<file path="src/rtl/core/hta_pkg.sv">
// ----------------------------------------------------------------------------
// hta_pkg
// Shared types and constants of the handle table: table size, handle width,
// operation and status codes, scan token, entry and commit structs.
// ----------------------------------------------------------------------------
`default_nettype none

package hta_pkg;

  localparam int TABLE_ENTRIES = 16;
  localparam int HANDLE_WIDTH  = 16;
  localparam int GLOBAL_WIDTH  = 16;
  localparam int OP_WIDTH      = 2;
  localparam int STATUS_WIDTH  = 2;

  localparam logic [OP_WIDTH-1:0] OP_ADD    = 2'd0;
  localparam logic [OP_WIDTH-1:0] OP_LOOKUP = 2'd1;
  localparam logic [OP_WIDTH-1:0] OP_REMOVE = 2'd2;

  localparam logic [STATUS_WIDTH-1:0] ST_OK      = 2'd0;
  localparam logic [STATUS_WIDTH-1:0] ST_MISSING = 2'd1;
  localparam logic [STATUS_WIDTH-1:0] ST_FULL    = 2'd2;

  typedef logic [HANDLE_WIDTH-1:0] handle_t;
  typedef logic [HANDLE_WIDTH:0]   cand_t;
  typedef logic [GLOBAL_WIDTH-1:0] global_t;

  // one table entry as seen by the neighbouring cells
  typedef struct packed {
    logic    used;
    handle_t loc;
    global_t glb;
  } ent_t;

  // scan token walking down the chain
  typedef struct packed {
    logic                vld;
    logic [OP_WIDTH-1:0] op;
    handle_t             key;
    cand_t               cand;
    handle_t             largest;
    logic                hit;
    global_t             found;
  } tok_t;

  // table update broadcast to every cell
  typedef struct packed {
    logic clr_mark;
    logic shift_dn;
    logic shift_up;
  } cmt_t;

endpackage

`default_nettype wire

</file>
<file path="src/rtl/core/hta_cell.sv">
// ----------------------------------------------------------------------------
// hta_cell
// One table position: holds an entry, updates the passing scan token and
// takes part in the insert and remove shifts.
// ----------------------------------------------------------------------------
`default_nettype none

module hta_cell
  import hta_pkg::*;
(
  input  wire  logic clk,
  input  wire  logic rst_n,
  input  wire  tok_t tok_i,
  output tok_t       tok_o,
  input  wire  ent_t prev_i,
  input  wire  ent_t next_i,
  output ent_t       ent_o,
  input  wire  cmt_t cmt_i
);

  logic    used_r;
  handle_t loc_r;
  global_t glb_r;
  logic    mark_r;
  tok_t    tok_r;
  tok_t    tok_nxt;
  handle_t largest_nxt;

  assign ent_o = '{used: used_r, loc: loc_r, glb: glb_r};
  assign tok_o = tok_r;

  always_comb begin
    tok_nxt     = tok_i;
    largest_nxt = (loc_r > tok_i.largest) ? loc_r : tok_i.largest;
    if (used_r) begin
      tok_nxt.largest = largest_nxt;
      if ({1'b0, loc_r} == tok_i.cand) begin
        tok_nxt.cand = {1'b0, largest_nxt} + cand_t'(1);
      end
      if (!tok_i.hit && loc_r == tok_i.key) begin
        tok_nxt.hit   = 1'b1;
        tok_nxt.found = glb_r;
      end
    end
  end

  always_ff @(posedge clk) begin
    if (!rst_n) begin
      tok_r.vld <= 1'b0;
    end else begin
      tok_r <= tok_nxt;
    end
  end

  // marks the cells at and behind the first hit, they move up on a remove
  always_ff @(posedge clk) begin
    if (!rst_n) begin
      mark_r <= 1'b0;
    end else if (cmt_i.clr_mark) begin
      mark_r <= 1'b0;
    end else if (tok_i.vld) begin
      mark_r <= tok_nxt.hit;
    end
  end

  always_ff @(posedge clk) begin
    if (!rst_n) begin
      used_r <= 1'b0;
    end else if (cmt_i.shift_dn) begin
      used_r <= prev_i.used;
    end else if (cmt_i.shift_up && mark_r) begin
      used_r <= next_i.used;
    end
  end

  always_ff @(posedge clk) begin
    if (cmt_i.shift_dn) begin
      loc_r <= prev_i.loc;
      glb_r <= prev_i.glb;
    end else if (cmt_i.shift_up && mark_r) begin
      loc_r <= next_i.loc;
      glb_r <= next_i.glb;
    end
  end

endmodule

`default_nettype wire

</file>
<file path="src/rtl/core/handle_table_allocate_lookup.sv">
// ----------------------------------------------------------------------------
// handle_table_allocate_lookup
// Local-to-global handle table, newest entry first, built as a chain of cells.
// ----------------------------------------------------------------------------
// Usage:
//   in_*  channel: one transaction per operation (add, look up, remove).
//   out_* channel: exactly one result transaction per input transaction.
//   A transaction moves when valid is high and stall is low.
// Operation:
//   each accepted operation sends a scan token down the chain of
//   TABLE_ENTRIES cells, one cell per cycle; the last cell's token decides
//   the result and the table update (insert at the front or close the gap).
// Sequencing:
//   the last cell's token is turned into a result in a holding register, then
//   moved into the output register; a new operation is taken in the cycle after
//   the result enters the output register, so the chain scans one at a time.
// Reset:
//   synchronous, rst_n low; the table comes out empty and both channels idle.
// Stalls:
//   a stalled result holds in the output register; the next operation still
//   runs and its result waits in a holding register, after which in_stall
//   stays high until the output frees up.
// ----------------------------------------------------------------------------
`default_nettype none

module handle_table_allocate_lookup
  import hta_pkg::*;
(
  input  wire  logic                    clk,
  input  wire  logic                    rst_n,
  input  wire  logic                    in_valid,
  output logic                          in_stall,
  input  wire  logic [OP_WIDTH-1:0]     in_operation,
  input  wire  logic [15:0]             in_global_handle,
  input  wire  logic [15:0]             in_local_handle,
  output logic                          out_valid,
  input  wire  logic                    out_stall,
  output logic [STATUS_WIDTH-1:0]       out_status,
  output logic [15:0]                   out_assigned_handle,
  output logic [15:0]                   out_found_global
);

  tok_t    tok_chain [TABLE_ENTRIES+1];
  ent_t    ent_chain [TABLE_ENTRIES];
  ent_t    new_ent;
  ent_t    tail_ent;
  cmt_t    cmt;
  tok_t    last_tok;

  logic    busy_r;
  tok_t    start_r;
  global_t gh_r;
  logic    in_acc;

  logic                    fin_vld_r;
  logic [STATUS_WIDTH-1:0] fin_status_r;
  handle_t                 fin_assigned_r;
  global_t                 fin_found_r;

  logic [STATUS_WIDTH-1:0] res_status;
  handle_t                 res_assigned;
  global_t                 res_found;
  logic                    full;
  logic                    out_load;

  assign in_stall = busy_r;
  assign in_acc   = in_valid && !busy_r;
  assign out_load = fin_vld_r && (!out_valid || !out_stall);

  always_ff @(posedge clk) begin
    if (!rst_n) begin
      start_r.vld <= 1'b0;
    end else begin
      start_r.vld <= in_acc;
      if (in_acc) begin
        start_r.op      <= in_operation;
        start_r.key     <= handle_t'(in_local_handle);
        start_r.cand    <= '0;
        start_r.largest <= '0;
        start_r.hit     <= 1'b0;
        start_r.found   <= '0;
      end
    end
  end

  always_ff @(posedge clk) begin
    if (in_acc) begin
      gh_r <= global_t'(in_global_handle);
    end
  end

  assign tok_chain[0] = start_r;
  assign last_tok     = tok_chain[TABLE_ENTRIES];
  assign new_ent      = '{used: 1'b1, loc: last_tok.cand[HANDLE_WIDTH-1:0], glb: gh_r};
  assign tail_ent     = '{used: 1'b0, loc: '0, glb: '0};
  assign full         = ent_chain[TABLE_ENTRIES-1].used || last_tok.cand[HANDLE_WIDTH];

  for (genvar i = 0; i < TABLE_ENTRIES; i++) begin : g_cell
    hta_cell u_cell (
      .clk    (clk),
      .rst_n  (rst_n),
      .tok_i  (tok_chain[i]),
      .tok_o  (tok_chain[i+1]),
      .prev_i ((i == 0) ? new_ent : ent_chain[(i == 0) ? 0 : i-1]),
      .next_i ((i == TABLE_ENTRIES-1) ? tail_ent
                 : ent_chain[(i == TABLE_ENTRIES-1) ? i : i+1]),
      .ent_o  (ent_chain[i]),
      .cmt_i  (cmt)
    );
  end

  // result and table update once the token has left the last cell
  always_comb begin
    res_status   = ST_MISSING;
    res_assigned = '0;
    res_found    = '0;
    cmt          = '{clr_mark: in_acc, shift_dn: 1'b0, shift_up: 1'b0};
    if (last_tok.vld) begin
      unique case (last_tok.op)
        OP_ADD: begin
          if (full) begin
            res_status = ST_FULL;
          end else begin
            res_status   = ST_OK;
            res_assigned = last_tok.cand[HANDLE_WIDTH-1:0];
            cmt.shift_dn = 1'b1;
          end
        end
        OP_LOOKUP: begin
          if (last_tok.hit) begin
            res_status = ST_OK;
            res_found  = last_tok.found;
          end
        end
        OP_REMOVE: begin
          if (last_tok.hit) begin
            res_status   = ST_OK;
            cmt.shift_up = 1'b1;
          end
        end
        default: begin
          res_status = ST_MISSING;
        end
      endcase
    end
  end

  always_ff @(posedge clk) begin
    if (!rst_n) begin
      busy_r    <= 1'b0;
      fin_vld_r <= 1'b0;
      out_valid <= 1'b0;
    end else begin
      if (in_acc) begin
        busy_r <= 1'b1;
      end else if (out_load) begin
        busy_r <= 1'b0;
      end
      if (last_tok.vld) begin
        fin_vld_r <= 1'b1;
      end else if (out_load) begin
        fin_vld_r <= 1'b0;
      end
      if (out_load) begin
        out_valid <= 1'b1;
      end else if (!out_stall) begin
        out_valid <= 1'b0;
      end
    end
  end

  always_ff @(posedge clk) begin
    if (last_tok.vld) begin
      fin_status_r   <= res_status;
      fin_assigned_r <= res_assigned;
      fin_found_r    <= res_found;
    end
    if (out_load) begin
      out_status          <= fin_status_r;
      out_assigned_handle <= 16'(fin_assigned_r);
      out_found_global    <= 16'(fin_found_r);
    end
  end

endmodule

`default_nettype wire

</file>
<file path="config.mk">
export PLATFORM = sky130hd
export DESIGN_NAME = handle_table_allocate_lookup
export DESIGN_NICKNAME = d
export VERILOG_FILES = /design/src/rtl/core/hta_pkg.sv /design/src/rtl/core/hta_cell.sv /design/src/rtl/core/handle_table_allocate_lookup.sv
export SDC_FILE = /design/constraint.sdc
export NUM_CORES = 2
export LEC_CHECK = 0
export BUFFER_PORTS_ARGS = -buffer_cell sky130_fd_sc_hd__buf_4
export CAP_MARGIN = 5
export CELL_PAD_IN_SITES_DETAIL_PLACEMENT = 0
export CELL_PAD_IN_SITES_GLOBAL_PLACEMENT = 1
export CORE_ASPECT_RATIO = 1.2
export CORE_MARGIN = 2
export CORE_UTILIZATION = 40
export CTS_CLUSTER_DIAMETER = 200
export DETAILED_ROUTE_END_ITERATION = 8
export PLACE_DENSITY_LB_ADDON = 0.1
export SLEW_MARGIN = 20
export SYNTH_ARGS = -nofsm -noshare
export SYNTH_HDL_FRONTEND = slang
export SYNTH_SLANG_ARGS = --single-unit
</file>
<file path="constraint.sdc">
create_clock -name clk -period 7.8 [get_ports clk]
set_input_delay 0.78 -clock clk [delete_from_list [all_inputs] [get_ports clk]]
set_output_delay 0.78 -clock clk [all_outputs]
set_load 0.02 [all_outputs]
</file>
# Yosys cells after proc, flatten, opt, wreduce, memory -nomap -nowiden
# Cells that the tools add are included.
classes:
  n_lt_le_gt_ge: 16
  n_eq_ne: 34
  mux: 171
  n_reduce_logical: 80
  addsub: 16
  bitwise_logic: 2
op_table:
  columns: ["operator", "count"]
  rows:
  - ["16-bit two-way mux", 79]
  - ["50-bit two-way mux", 15]
  - ["17-bit two-way mux", 32]
  - ["16-bit by 1-bit adder with 17-bit output (second input constant)", 16]
  - ["16-bit equality test", 16]
  - ["16-bit by 17-bit equality test with 1-bit output", 15]
  - ["16-bit > comparator", 15]
  - ["1-bit two-way mux", 42]
  - ["2-bit nonzero test", 18]
  - ["1-bit logical AND", 33]
  - ["1-bit zero test", 18]
  - ["16-bit by 1-bit > comparator with 1-bit output (second input constant)", 1]
  - ["16-bit zero test", 1]
  - ["2-bit AND reduction", 4]
  - ["2-bit OR reduction", 3]
  - ["2-bit two-way mux", 2]
  - ["2-bit case mux with 2 select lines", 1]
  - ["2-bit by 1-bit equality test with 1-bit output (second input constant)", 1]
  - ["2-bit equality test (second input constant)", 1]
  - ["2-bit zero test", 1]
  - ["1-bit logical OR", 2]
  - ["2-bit by 1-bit inequality test with 1-bit output (second input constant)", 1]
  - ["1-bit NOT", 2]
totals:
  reg_bits: 1722
  in_bits: 38
  wordCells: 506

# Logic depth before layout (Yosys ltp)
logic_depth:
  word_depth: 7
  ltp_mapped: 20
  depth_no_buf: 18

# Modules after synthesis
# From an unflattened synthesis, not the netlist that was laid out.
hier_totals:
  hier_cells: 7130
  area_unflattened_um2: 93941.3
by_module_without_submodules:
  columns: ["mod", "area_each_um2", "seq_area_each_um2", "cells_each", "n_inst"]
  rows:
  - ["hta_cell at g_cell[0].u_cell ...", 5639.2, 3062.9, 444, 9]
  - ["hta_cell at g_cell[4].u_cell ...", 5677.9, 3062.9, 422, 5]
  - ["hta_cell at g_cell[12].u_cell", 5645.4, 3062.9, 431, 1]
  - ["hta_cell at g_cell[9].u_cell", 5612.9, 3062.9, 429, 1]
  - ["handle_table_allocate_lookup", 3540.9, 3143.0, 164, 1]

# Least setup slack after synthesis
# Ideal clock, no wire load.
synth_timing:
  path_kind: "register to register"
  startpoint: "register g_cell[1].u_cell.loc_r[15]"
  endpoint: "register g_cell[1].u_cell.tok_r (netlist bit g_cell[1].u_cell.tok_o[41]), data pin"
  n_path_buf: 2
  setup_slack_ps: 3636
  synth_period_minus_slack_ps: 4164
  stages_incl_launch_ff: 18
  required_time_ps: 7540
  arrival_time_ps: 3904
  cell_sequence: "edfxtp_1 > ha_1 > nand4_1 > or2_1 > buf_2 > o221ai_1 > a2111oi_4 > nor2_1 > clkbuf_1 > o21ai_0 > ha_1 > nand2_1 > nor4_1 > inv_1 > a211oi_1 > xnor2_1 > o21ai_0 > mux2_2"
synth_lines:
  columns: ["item", "line", "rtl"]
  rows:
  - ["start, declared", "hta_cell.sv:22", "handle_t loc_r;"]
  - ["start signal, assigned", "hta_cell.sv:78", "loc_r <= prev_i.loc;"]
  - ["start signal, assigned", "hta_cell.sv:81", "loc_r <= next_i.loc;"]
  - ["end signal, assigned", "hta_cell.sv:51", "tok_r <= tok_nxt;"]
  - ["end, declared", "hta_cell.sv:25", "tok_t tok_r;"]

==> flow_summary.rst <==
.. list-table::
   :header-rows: 1

   * - Metric
     - Value
   * - Outcome
     - finished, final reports clean
   * - Cells after Synth
     - 8041
   * - Final hold violation count
     - 0
   * - Post-synth EDFFs
     - 1670
   * - Max-cap violations
     - 0
   * - Async set-reset flop share out of synthesis
     - 0%
   * - Number of resized instances in the post-cts repair step
     - 0
   * - Die Area
     - 228000 um2
   * - Sinks on the clock net
     - 1722
   * - Unrepaired setup endpoints after global routing
     - false
   * - Core Util, Final
     - 44.8%
   * - Area of the multi-input gates
     - 35400 um2
   * - Initial standard-cell utilization of the core
     - 40.1%
   * - Dpl hpwl
     - 234000 um
   * - Port Buffers
     - 73
   * - Count of buffers added by post-CTS timing repair for setup
     - 0
   * - Clock root buffer
     - sky130_fd_sc_hd__clkbuf_16
   * - Share of final-layout standard cells stronger than drive strength 1
     - 13.4%
   * - Number of levels in the clock H-tree
     - 4
   * - Post-route insts no fill
     - 11281
   * - Number of top-level pins
     - 74
   * - Height of the die
     - 522 um
   * - Cell Area, Synth
     - 89500 um2
   * - Proportion of synthesized chip area in sequential cells
     - 57.2%
   * - Number of different library cells in the post-synthesis netlist
     - 83
   * - Avg Synthesized Cell Area
     - 11.1 um2
   * - First DRT Iteration DRCs
     - 5692
   * - CP endpoint kind
     - flop
   * - Wire length of the first global-routing pass
     - 458000 um
   * - Cell leakage power
     - 37.0 nW
   * - Power density over cell area
     - 209 nW/um2
   * - Synthesis-stage register bit count
     - 1722
   * - Post-Route Skew
     - 0.0570 ns
   * - Sequential cell area
     - 51200 um2
   * - Via density per instance
     - 5.46
   * - Max Clk Rate
     - 0.192 GHz
   * - Maximum clock insertion buffer count
     - 4
   * - Hold buffers post-CTS
     - 0
   * - Maximum number of pins on one net before global-route repair
     - 167
   * - Peak fanout along the critical path
     - 19
   * - DRT antenna net count
     - 0
   * - DRT Wirelength
     - 323000 um
   * - Number of remaining DRC errors
     - 0
   * - Max Slew Vio Count
     - 0
   * - CORE AREA
     - 223000 um2
   * - Fraction of the cycle the final worst path needs
     - 66.9%
   * - Number of nets in the layout
     - 8297
   * - Final Wtd Congestion
     - 0.923
   * - Number of fillers in the final layout
     - 21145
   * - Via count of the first global-routing pass
     - 61590
   * - Final sum of negative setup slack
     - 0 ns
   * - Relative max-transition margin
     - 17.8%
   * - Grt ovf
     - 0
   * - Final Critical Period
     - 5.22 ns
   * - Site Rows
     - 190
   * - Critical Path AT
     - 5.82 ns
   * - Data required time at the worst endpoint
     - 8.40 ns
   * - Clock insertion delay at the later pin of the skew report
     - 0.87 ns
   * - Detailed-router iteration count before antenna repair
     - 6
   * - Crit path kind
     - flop to flop
   * - Least-Margin Pin Slew
     - 1.23 ns
   * - WL per Instance
     - 28.7 um
   * - Leading register cell type out of synthesis
     - sky130_fd_sc_hd__edfxtp_1
   * - Clock tree from TritonCTS
     - yes
   * - Path type of the worst min-delay path
     - primary input to flop
   * - VDD IR max
     - 0.157 mV
   * - Overall track demand over capacity in global routing
     - 27.8%
   * - Total via count after detailed routing
     - 61608
   * - Antenna violations before repair
     - 34
   * - Area added between synthesis and finish
     - 11.7%
   * - Die Wd
     - 436 um
   * - Final setup vio count
     - 0
   * - Clock transition at the registers of the reported paths
     - 0.07 ns
   * - Post-placement cell count
     - 10778
   * - Setup crit start kind
     - flop
   * - Number of clock buffers inserted by TritonCTS
     - 194
   * - WHS
     - 0.0863 ns
   * - Yosys warnings
     - 0
-- cell usage after synthesis, types with 14 or more instances --
cell                       instances  area (um2)
sky130_fd_sc_hd__o22ai_1          19         119
sky130_fd_sc_hd__nor2_1          263         987
sky130_fd_sc_hd__and2_1           60         375
sky130_fd_sc_hd__nand2_1        1865        7000
sky130_fd_sc_hd__xor2_1          287        2510
sky130_fd_sc_hd__nand3_1         198         991
sky130_fd_sc_hd__o211ai_1         22         165
sky130_fd_sc_hd__buf_2            33         165
sky130_fd_sc_hd__a211oi_1         40         300
sky130_fd_sc_hd__and3_1          138         863
sky130_fd_sc_hd__or3_1            15        93.8
sky130_fd_sc_hd__o21ai_0         236        1180
sky130_fd_sc_hd__mux2i_1         102        1020
sky130_fd_sc_hd__nor3_1           90         450
sky130_fd_sc_hd__mux2_2          507        5710
sky130_fd_sc_hd__o21a_1           14         105
sky130_fd_sc_hd__or4_1            24         180
sky130_fd_sc_hd__a21oi_1         373        1870
sky130_fd_sc_hd__nor4_1           88         551
sky130_fd_sc_hd__clkbuf_1        442        1660
sky130_fd_sc_hd__buf_1            18        67.6
sky130_fd_sc_hd__nor2b_1          21         131
sky130_fd_sc_hd__inv_1           320        1200
sky130_fd_sc_hd__ha_1            261        3270
sky130_fd_sc_hd__xnor2_1         494        4330
sky130_fd_sc_hd__dfxtp_1          52        1040
sky130_fd_sc_hd__nand4_1         152         951
sky130_fd_sc_hd__edfxtp_1       1670       50100
sky130_fd_sc_hd__and4_1           17         149
-- area by class of cell --
type | count | share of cell area [%]
inverter | 323 | 1.21
clock inverter | 93 | 0.919
multi-input combinational | 5514 | 35.4
timing repair buffer | 243 | 1.97
tap | 2976 | 3.73
clock buffer | 251 | 5.15
antenna | 159 | 0.398
sequential | 1722 | 51.2
-- logic make-up (layout without fill, tap and decap cells) --
| family | Yosys count | in the layout | synth area share [%] |
|---|---|---|---|
| mux | 620 | 620 | 7.66 |
| fa+ha+maj | 261 | 261 | 3.65 |
| xor+xnor | 781 | 781 | 7.64 |
| flops | 1722 | 1722 | 57.2 |
| buf+inv | 818 | 910 | 3.48 |
| compound gates | 840 | 840 | 5.51 |
| simple gates | 2998 | 2998 | 14.9 |
| other cells | 1 | 173 | 0.00419 |
-- report_power, final --
group / internal [W] / switching [W] / leakage (nW) / total, W
clock network: 0.00518 / 0.00386 / 2.94 / 0.00904
registers: 0.0105 / 0.000305 / 16.1 / 0.0108
logic: 0.000420 / 0.000664 / 18.0 / 0.00108
total: 0.0161 / 0.00483 / 37.0 / 0.0209
-- routing by layer --
layer / wire (um) / GRT usage (%)
met1: 134000 / 35.5
met2: 158000 / 47.0
met3: 13800 / 2.51
met4: 17100 / 14.2
met5: 12 / 0
-- final timing paths --
| path | from | to | slack [ns] | depth (start not counted) |
|---|---|---|---|---|
| max | g_cell[1].u_cell.loc_r[14] | g_cell[1].u_cell.tok_o[41] | 2.58 | 16 |
| min reg2reg | g_cell[14].u_cell.tok_o[66] | g_cell[15].u_cell.tok_o[66] | 0.41 | 0 |
| min | in_operation[1] | start_r[67] | 0.09 | 1 |
| max reg2reg | g_cell[1].u_cell.loc_r[14] | g_cell[1].u_cell.tok_o[41] | 2.58 | 16 |
-- worst max-delay path: stages (launching register included) --
cell and delay, ns:
sky130_fd_sc_hd__edfxtp_1 0.54, sky130_fd_sc_hd__ha_1 0.39, sky130_fd_sc_hd__nand4_1 0.13, sky130_fd_sc_hd__or2_1 0.28, sky130_fd_sc_hd__o221ai_1 0.24, sky130_fd_sc_hd__a2111oi_4 0.65, sky130_fd_sc_hd__nor2_1 0.19, sky130_fd_sc_hd__buf_4 0.27
sky130_fd_sc_hd__o21ai_0 0.24, sky130_fd_sc_hd__ha_1 0.28, sky130_fd_sc_hd__nand2_1 0.10, sky130_fd_sc_hd__nor4_1 0.57, sky130_fd_sc_hd__inv_1 0.18, sky130_fd_sc_hd__a211oi_1 0.34, sky130_fd_sc_hd__xnor2_1 0.16, sky130_fd_sc_hd__o21ai_0 0.11
sky130_fd_sc_hd__mux2_2 0.27
-- flip-flops by register name (all words and copies together) (netlist names) --
name,cells
out_found_global,16
g_cell.u_cell.loc_r,256
g_cell.u_cell.tok_o,1072
out_assigned_handle,16
in_stall,1
out_status,2
g_cell.u_cell.used_r,16
fin_status_r,2
start_r,19
g_cell.u_cell.glb_r,256
gh_r,16
out_valid,1
fin_assigned_r,16
fin_vld_r,1
g_cell.u_cell.mark_r,16
fin_found_r,16
-- layout by cell type, fill, tap and decap left out, types with 40 or more instances in the layout --
cell type / count
sky130_fd_sc_hd__a211oi_1: 40
sky130_fd_sc_hd__o21ai_0: 236
sky130_fd_sc_hd__and2_1: 60
sky130_fd_sc_hd__edfxtp_1: 1670
sky130_fd_sc_hd__xor2_1: 287
sky130_fd_sc_hd__inv_1: 320
sky130_fd_sc_hd__nor3_1: 87
sky130_fd_sc_hd__nand2_1: 1857
sky130_fd_sc_hd__mux2_2: 507
sky130_fd_sc_hd__and3_1: 137
sky130_fd_sc_hd__nand3_1: 198
sky130_fd_sc_hd__nor4_1: 85
sky130_fd_sc_hd__ha_1: 261
sky130_fd_sc_hd__dfxtp_1: 51
sky130_fd_sc_hd__xnor2_1: 494
sky130_fd_sc_hd__nand4_1: 152
sky130_fd_sc_hd__nor2_1: 261
sky130_fd_sc_hd__clkbuf_1: 51
sky130_fd_sc_hd__clkbuf_16: 196
sky130_fd_sc_hd__buf_4: 232
sky130_fd_sc_hd__a21oi_1: 372
sky130_fd_sc_hd__mux2i_1: 102
sky130_fd_sc_hd__diode_2: 159
-- metrics by stage --
step,area [um2],total power [W],worst slack (ns)
after floorplan,89600,0.0114,3.64
after global routing,99900,0.0215,2.19
after CTS,99500,0.0211,2.54
final,99900,0.0209,2.58
after global placement,93400,0.0120,2.50
after detailed placement,93500,0.0120,2.56
Note: power is estimated with default switching activity, not from simulation.
